`config.mk`:
```
export PLATFORM = sky130hd
export DESIGN_NAME = sbs_cfg
export DESIGN_NICKNAME = d
export VERILOG_FILES = /design/src/sbs_pkg.sv /design/src/sbs_cfg.sv
export SDC_FILE = /design/constraint.sdc
export NUM_CORES = 1
export LEC_CHECK = 0
export ABC_AREA = 1
export BUFFER_PORTS_ARGS = -buffer_cell sky130_fd_sc_hd__buf_2
export CAP_MARGIN = 20
export CORE_MARGIN = 3
export CORE_UTILIZATION = 35
export DETAILED_ROUTE_END_ITERATION = 7
export PLACE_DENSITY = 0.58
export SLEW_MARGIN = 20
export SYNTH_ARGS = -nofsm -noshare
export SYNTH_HDL_FRONTEND = slang
export SYNTH_SLANG_ARGS = --single-unit
```
`constraint.sdc`:
```
create_clock -name clk -period 11.9 [get_ports clk]
set_clock_uncertainty 0.2 [all_clocks]
set_input_delay 1.785 -clock clk [delete_from_list [all_inputs] [get_ports clk]]
set_output_delay 1.785 -clock clk [all_outputs]
set_load 0.01 [all_outputs]
```
`src/sbs_pkg.sv`:
```
// Shared constants, config type and overlap derivation for the stitch block.
package sbs_pkg;

  localparam int MAX_WIDTH = 4096;
  localparam int ADDR_W    = $clog2(MAX_WIDTH);
  localparam int COL_W     = 12;
  localparam int OCOL_W    = 13;
  localparam int REG_W     = 13;
  localparam int PIX_W     = 8;
  localparam int NCH       = 3;
  localparam int DIV_BITS  = 8;
  localparam int NUM_W     = 20;
  localparam int APB_AW    = 3;
  localparam int APB_DW    = 32;
  localparam int REG_SEL   = 2;

  localparam logic [REG_W-1:0] WIDTH_RST = 13'd1920;
  localparam logic [REG_W-1:0] OVL_RST   = 13'd0;

  localparam logic REG_IDX_WIDTH = 1'b0;
  localparam logic REG_IDX_OVL   = 1'b1;

  typedef struct packed {
    logic [REG_W-1:0] w;
    logic [COL_W-1:0] o;
    logic [REG_W-1:0] k;
    logic [COL_W-1:0] d;
  } cfg_t;

  // Saturate width, clamp overlap to width minus two, force it even.
  function automatic cfg_t derive_cfg(logic [REG_W-1:0] iw, logic [REG_W-1:0] ovr);
    cfg_t             c;
    logic [REG_W-1:0] lim;
    logic [REG_W-1:0] o13;
    c.w = (iw > REG_W'(MAX_WIDTH)) ? REG_W'(MAX_WIDTH) : iw;
    lim = c.w - 13'd2;
    if (c.w <= 13'd2) begin
      o13 = '0;
    end else begin
      o13    = (ovr < lim) ? ovr : lim;
      o13[0] = 1'b0;
    end
    c.o = o13[COL_W-1:0];
    c.k = c.w - o13;
    c.d = (o13 > 13'd1) ? COL_W'(o13 - 13'd1) : 12'd1;
    return c;
  endfunction

endpackage

```
`src/sbs_cfg.sv`:
```
// APB register file for width and overlap, with registered derived geometry.
module sbs_cfg (
  input  logic                          clk,
  input  logic                          rst_n,
  input  logic                          psel,
  input  logic                          penable,
  input  logic                          pwrite,
  input  logic [sbs_pkg::APB_AW-1:0]    paddr,
  input  logic [sbs_pkg::APB_DW-1:0]    pwdata,
  output logic [sbs_pkg::APB_DW-1:0]    prdata,
  output logic                          pready,
  output sbs_pkg::cfg_t                 cfg
);

  logic [sbs_pkg::REG_W-1:0] iw_r, iw_nxt;
  logic [sbs_pkg::REG_W-1:0] ovr_r, ovr_nxt;
  sbs_pkg::cfg_t             cfg_r;
  logic                      wr_en;

  assign pready = 1'b1;
  assign wr_en  = psel && penable && pwrite;

  always_comb begin
    iw_nxt  = iw_r;
    ovr_nxt = ovr_r;
    if (wr_en) begin
      case (paddr[sbs_pkg::REG_SEL])
        sbs_pkg::REG_IDX_WIDTH: iw_nxt  = pwdata[sbs_pkg::REG_W-1:0];
        sbs_pkg::REG_IDX_OVL:   ovr_nxt = pwdata[sbs_pkg::REG_W-1:0];
        default:                iw_nxt  = iw_r;
      endcase
    end
  end

  always_comb begin
    case (paddr[sbs_pkg::REG_SEL])
      sbs_pkg::REG_IDX_WIDTH: prdata = sbs_pkg::APB_DW'(iw_r);
      sbs_pkg::REG_IDX_OVL:   prdata = sbs_pkg::APB_DW'(ovr_r);
      default:                prdata = '0;
    endcase
  end

  // Derive geometry from the next values so it tracks the write edge.
  always_ff @(posedge clk) begin
    if (!rst_n) begin
      iw_r  <= sbs_pkg::WIDTH_RST;
      ovr_r <= sbs_pkg::OVL_RST;
      cfg_r <= sbs_pkg::derive_cfg(sbs_pkg::WIDTH_RST, sbs_pkg::OVL_RST);
    end else begin
      iw_r  <= iw_nxt;
      ovr_r <= ovr_nxt;
      cfg_r <= sbs_pkg::derive_cfg(iw_nxt, ovr_nxt);
    end
  end

  assign cfg = cfg_r;

endmodule

```
==> key figures, run 1 <==
Run status
  • Status: complete, no violations

Synthesis
  • EDFF count, synth: 0
  • Avg Inst Size Synth: 7.02 um2
  • Number of synthesized register bits: 72
  • Largest family of logic cells by synthesized area: simple AND/OR/NAND/NOR gates
  • Register area share after synthesis: 0.327
  • Proportion of netlist area held by the largest area contributor: 0.327
  • Top post-synthesis cells by area: dfxtp_1 33%, nand2_1 14%, ha_1 7.1%
  • Largest area contributor in the netlist: dfxtp_1
  • Dominant synthesized flop cell: dfxtp_1
  • Simple-gate share of the synthesized area: 0.331
  • Netlist Area Pre-Place: between 4000 and 5000 um2
  • Synth Area in Adders: 0.0755
  • Portion of netlist area occupied by mux cells: 0
  • Synth Area in Compound Gates: 0.103
  • Async SR Flop Fraction: 0
  • Warnings, synthesis: 0
  • Post-Syn Instances: about 630
  • Synth Area in XOR/XNOR: 0.0272
  • Yosys cell types: between 40 and 50

Power
  • VDD IR max: 62.1 uV
  • Switching share of total power: 0.323
  • P_int: roughly 530 uW
  • Leakage: approximately 2.8 nW
  • Flop pwr share: 0.349
  • Cell Pwr Density: 152 nW/um2
  • Total power: between 700 and 800 uW
  • Clock power frac: 0.356
  • Net switching power: approximately 250 uW
  • Gate power share: 0.295

STA
  • Final worst-path cycle share: 0.631
  • Worst slew pin tran: a little under 0.8 ns
  • # setup viols final: 0
  • RSZ-0062 raised after global routing: false
  • Final Hold Vio Count: 0
  • Minimum clock period: about 7.5 ns
  • Setup TNS: 0 ns
  • Fmax: about 0.13 GHz
  • Pins over their slew limit: 0
  • Hold slack final: roughly 0.30 ns
  • Slew headroom: 0.471

Placement
  • RePlAce Congestion: 0.863
  • Post-DP Area: approximately 4800 um2
  • DP HPWL: 8550 um
  • IO Port Bufs: 79

Job
  • Max-Cap Viols: 0

Clock tree
  • Cts hold-fix bufs: 0
  • Worst skew pair latency: 0.34 ns
  • CTS H-Tree Depth: 3
  • CTS sink count: 72
  • Root Buffer: clkbuf_16
  • Clock Path Buffers: 2
  • Gates resized, CTS repair: 0
  • Reg clk slew, reported paths: 0.06 ns
  • Num CTS Buffers: 9
  • Post-CTS setup buffers: 0
  • CTS tree: built

Worst setup path
  • Most frequent cell on the critical path: nand2_1
  • Worst EP required: roughly 12 ns
  • CP Capture Type: flip-flop
  • Crit path buf inv count: 4
  • Top delay family on crit path: simple AND/OR/NAND/NOR gates
  • Data arrival time of the worst path: around 7.5 ns
  • Critical path class: primary input to flip-flop
  • Worst-path fanout max: 29
  • Slowest Stage Delay on Critical Path: between 0.4 and 0.5 ns
  • CP Launch Type: primary input
  • Crit-path slowest cell: a211oi_1

Finish
  • Final Net Count: about 770
  • Fraction of layout cells with a size suffix above 1: 0.213
  • Antenna cells: 0
  • P&R area growth vs syn: 16.1%
  • Area of the multi-input gates: around 2400 um2
  • Commonest non-fill, non-tap cell in the layout: nand2_1
  • Post-route cell area: a little over 5000 um2
  • Reg area: roughly 1400 um2
  • Filler cell count: 1299
  • Most frequent cells in the layout: 159 x nand2_1, 79 x buf_2, 75 x nor2_1

Floorplan
  • Die width: about 120 um
  • Core ar.: ~12000 um2
  • DIE HEIGHT: 118 um
  • Boundary pin count: ~120
  • Rows: 40
  • Die area: 14000 um2
  • Initial core utilization: 0.363

GRT
  • Vias in the first global route: approximately 3900
  • Pin count of the biggest net entering global routing: 30
  • Initial antenna violation count: 0
  • GR Overflow Total: 0
  • All-Layer GR Usage: 0.160
  • Global-route wire length before repair: around 18000 um

Detailed routing
  • DR vias/cell: about 4.6
  • Initial DRC count: around 270
  • DRT antenna net count: 0
  • DRT Wirelength: between 10000 and 15000 um
  • Routed len/inst: approximately 13 um
  • Drt pass-1 iters: 5
  • # DRC: 0
  • Vias post-DR: approximately 4000

Min path
  • Hold Path Class: flip-flop to flip-flop
-- path summary, 6_finish.rpt --
kind / slack (ns) / cells past startpoint / startpoint / to
setup / recovery: 4.39 / 31 / paddr[2] / cfg[24]$_SDFF_PN0_
hold / removal: 0.30 / 2 / iw_r[0]$_SDFF_PN0_ / iw_r[0]$_SDFF_PN0_
setup reg to reg: 6.30 / 30 / iw_r[1]$_SDFF_PN0_ / cfg[24]$_SDFF_PN0_
hold reg to reg: 0.30 / 2 / iw_r[0]$_SDFF_PN0_ / iw_r[0]$_SDFF_PN0_
-- area by class of cell --
cell class | instances | area share
inverters | 81 | 0.0594
well taps | 168 | 0.0411
flip-flops and latches | 72 | 0.282
clock inverters | 4 | 0.0137
multi-input cells | 454 | 0.479
clock buffers | 11 | 0.0455
repair buffers | 81 | 0.0802
-- worst register-to-register path: cells and delay by family, from the launching register on --
kind,cells,cell delay [ns]
flops,1,0.31
compound gates,9,1.93
fa+ha+maj,2,0.60
simple gates,18,2.29
buf+inv,1,0.18
-- power by group through the flow --
stage	clock network [mW]	registers, mW	logic, mW
after floorplan	0	0.290	0.161
after global placement	0	0.277	0.228
after detailed placement	0	0.277	0.230
after CTS	0.284	0.272	0.232
after global routing	0.291	0.275	0.262
final	0.278	0.272	0.231
-- metal layers --
metal  part of all wire  global-route usage
met5                  0                   0
met4              0.014              0.0469
met3              0.058              0.0378
met2               0.47               0.269
met1               0.46               0.203
-- logic make-up after synthesis --
logic type | after synthesis
flip-flops | 72
other | 2
adder cells (fa/ha/maj) | 26
AND/OR/NAND/NOR | 314
XOR/XNOR | 12
AO/OA/AOI/OAI | 80
buffers and inverters | 122
-- synth_stat cells, drive strengths merged (2+ instances only) --
| master | count |
|---|---|
| a211oi | 2 |
| a21oi | 28 |
| buf | 32 |
| clkbuf | 9 |
| conb | 2 |
| dfxtp | 72 |
| ha | 25 |
| inv | 80 |
| nand2 | 178 |
| nand3 | 32 |
| nand3b | 2 |
| nand4 | 9 |
| nor2 | 82 |
| nor3 | 7 |
| o211ai | 3 |
| o21ai | 40 |
| o21bai | 4 |
| or2 | 2 |
| xor2 | 11 |
-- registers in the layout (all words and copies together) (netlist names) --
signal / cells
ovr_r: 13
iw_r: 13
cfg: 46
-- metrics by stage --
| step | setup WS [ns] | cells | util |
|---|---|---|---|
| global placement | 4.15 | 856 | 0.396 |
| global route | 3.78 | 871 | 0.421 |
| detailed placement | 4.08 | 856 | 0.396 |
| CTS | 4.41 | 871 | 0.421 |
| finish | 4.39 | 871 | 0.421 |
| floorplan | 5.71 | 648 | - |
Power figures use the tool's default switching activity.
==> run 2, diff against run 1 <==
--- a/config.mk
+++ b/config.mk
@@ -11,7 +11,7 @@
 export CORE_MARGIN = 3
 export CORE_UTILIZATION = 35
 export DETAILED_ROUTE_END_ITERATION = 7
-export PLACE_DENSITY = 0.58
+export PLACE_DENSITY = 0.6
 export SLEW_MARGIN = 20
 export SYNTH_ARGS = -nofsm -noshare
 export SYNTH_HDL_FRONTEND = slang
==> constraint.sdc (replaced) <==
create_clock -name clk -period 6.8 [get_ports clk]
set_clock_uncertainty 0.2 [all_clocks]
set_input_delay 1.02 -clock clk [delete_from_list [all_inputs] [get_ports clk]]
set_output_delay 1.02 -clock clk [all_outputs]
set_load 0.01 [all_outputs]
==> run 2 against run 1 <==
- combinational power up 86%
- setup slack worse by 3.5 ns
- sequential power up 75%
- die area unchanged
- sequential share of layout area down 1.1 points
- clock power up 81%
- global-route usage up 0.14 points
==> key figures, run 2 (synthesis results as in run 1) <==
Run status
  • Status: complete, no violations

Finish
  • Post-route cell area: 5330 um2 (+4.2%)
  • Final core utilization: 0.438 (+0.0176)
  • Fraction of layout cells with a size suffix above 1: 0.245 (+0.0318)
  • Max reg flops: 46 (unchanged)
  • Most frequent cells in the layout: 159 x nand2_1, 79 x buf_2, 75 x nor2_1
  • P&R area growth vs syn: 20.9%
  • Commonest non-fill, non-tap cell in the layout: nand2_1
  • Final Net Count: 791 (+3.4%)
  • Antenna cells: 0 (unchanged)

GRT
  • Global-route wire length before repair: 18700 um (+1.3%)
  • All-Layer GR Usage: 0.161 (+0.00136)
  • Pin count of the biggest net entering global routing: 29 (-3.3%)
  • GR Overflow Total: 0 (unchanged)
  • Initial antenna violation count: 0 (unchanged)
  • Vias in the first global route: 3978 (+3.0%)

Power
  • VDD IR max: 93.8 uV (+51%)
  • Cell Pwr Density: 264 nW/um2 (+73%)
  • Leakage: 2.90 nW (+4.7%)

Detailed routing
  • DRT Wirelength: 11100 um (+0.96%)
  • DRT antenna net count: 0 (unchanged)
  • Vias post-DR: 4133 (+3.0%)
  • # DRC: 0 (unchanged)
  • Initial DRC count: 212 (-20%)
  • Routed len/inst: 12.4 um (-2.1%)
  • Drt pass-1 iters: 5 (unchanged)
  • DR vias/cell: 4.60 (-0.13%)

Clock tree
  • Gates resized, CTS repair: 0 (unchanged)
  • Cts hold-fix bufs: 0 (unchanged)
  • CTS tree: built
  • Root Buffer: clkbuf_16
  • Worst skew pair latency: 0.33 ns (about the same)
  • Clock Path Buffers: 2 (unchanged)
  • Reg clk slew, reported paths: 0.06 ns (about the same)
  • CTS H-Tree Depth: 3 (unchanged)
  • Num CTS Buffers: 9 (unchanged)
  • CTS sink count: 72 (unchanged)
  • Post-CTS setup buffers: 0 (unchanged)

STA
  • Final worst-path cycle share: 0.869
  • Fmax: about 0.17 GHz
  • Minimum clock period: around 5.9 ns
  • Final Hold Vio Count: 0 (unchanged)
  • Slew headroom: 0.550 (+0.0790)
  • Setup TNS: 0 ns (unchanged)
  • # setup viols final: 0 (unchanged)
  • Hold slack final: 0.305 ns (+0.00817 ns)
  • RSZ-0062 raised after global routing: false
  • Pins over their slew limit: 0 (unchanged)
  • Worst slew pin tran: 0.674 ns (-0.112 ns)

Floorplan
  • Rows: 40 (unchanged)
  • DIE HEIGHT: 118 um (unchanged)
  • Core ar.: 12200 um2 (unchanged)
  • Die area: 14000 um2 (unchanged)
  • Boundary pin count: 123 (unchanged)
  • Die width: 118 um (unchanged)
  • Initial core utilization: 0.363 (unchanged)

Placement
  • Post-DP Area: 5010 um2 (+4.1%)
  • IO Port Bufs: 79 (unchanged)
  • RePlAce Congestion: 0.888 (+2.8%)
  • DP HPWL: 8780 um (+2.7%)

Worst setup path
  • Slowest Stage Delay on Critical Path: 0.34 ns (-0.13 ns)
  • Worst-path fanout max: 18 (-38%)
  • Crit path buf inv count: 4 (unchanged)
  • Data arrival time of the worst path: 5.94 ns (-1.60 ns)
  • Top delay family on crit path: simple AND/OR/NAND/NOR gates
  • Worst EP required: 6.83 ns (-5.10 ns)
  • Critical path class: primary input to flip-flop
  • Crit-path slowest cell: a221oi_1
  • Most frequent cell on the critical path: nand2_1
  • CP Launch Type: primary input
  • CP Capture Type: flip-flop

Job
  • Max-Cap Viols: 0 (unchanged)

Min path
  • Hold Path Class: flip-flop to flip-flop
run 2: changes by cell type in the layout (fill, tap and decap cells not counted):
cell,previous run,this run
clkbuf_1,2,0
clkinvlp_4,0,1
buf_4,2,28
clkinv_2,2,3
clkbuf_8,0,1
run 2: layout make-up:
class	count	area, um2
clock inverters	6	82.6
fillers	1274	6830
clock buffers	10	239
well taps	168	210
repair buffers	107	606
flip-flops and latches	72	1440
inverters	81	304
multi-input cells	454	2450
run 2: path summary, 6_finish.rpt:
| kind | start | endpoint | slack [ns] | cells past startpoint |
|---|---|---|---|---|
| setup reg to reg | iw_r[6]$_SDFF_PN0_ | cfg[24]$_SDFF_PN0_ | 1.67 | 34 |
| hold reg to reg | iw_r[0]$_SDFF_PN0_ | iw_r[0]$_SDFF_PN0_ | 0.30 | 2 |
| setup / recovery | paddr[2] | cfg[24]$_SDFF_PN0_ | 0.89 | 34 |
| hold / removal | iw_r[0]$_SDFF_PN0_ | iw_r[0]$_SDFF_PN0_ | 0.30 | 2 |
run 2: layer usage:
metal | track usage | vias to the layer above | share of wire
met4 | 0.0601 | 0 | 0.023
met3 | 0.0388 | 23 | 0.056
met1 | 0.203 | 1857 | 0.46
met5 | 0 | - | 0
met2 | 0.267 | 121 | 0.46
li1 | - | 2132 | -
run 2: tightest hold or removal path: cells and delay by family, from the launching register on:
kind	cells	cell delay (ns)
AO/OA/AOI/OAI	1	0.07
AND/OR/NAND/NOR	1	0.08
flip-flops	1	0.31
run 2: power breakdown:
part / internal, mW / leakage [nW] / switching (mW)
clock: 0.329 / 0.158 / 0.174
combinational: 0.163 / 2.15 / 0.266
sequential: 0.466 / 0.591 / 0.0107
total: 0.958 / 2.90 / 0.450
run 2: stage by stage:
step | std cells | worst slack (ns) | power (mW)
after floorplan | 648 | 1.37 | 0.789
after global placement | 882 | 0.639 | 0.910
after detailed placement | 882 | 0.585 | 0.915
after CTS | 898 | 0.913 | 1.42
after global routing | 898 | 0.297 | 1.50
final | 898 | 0.892 | 1.41
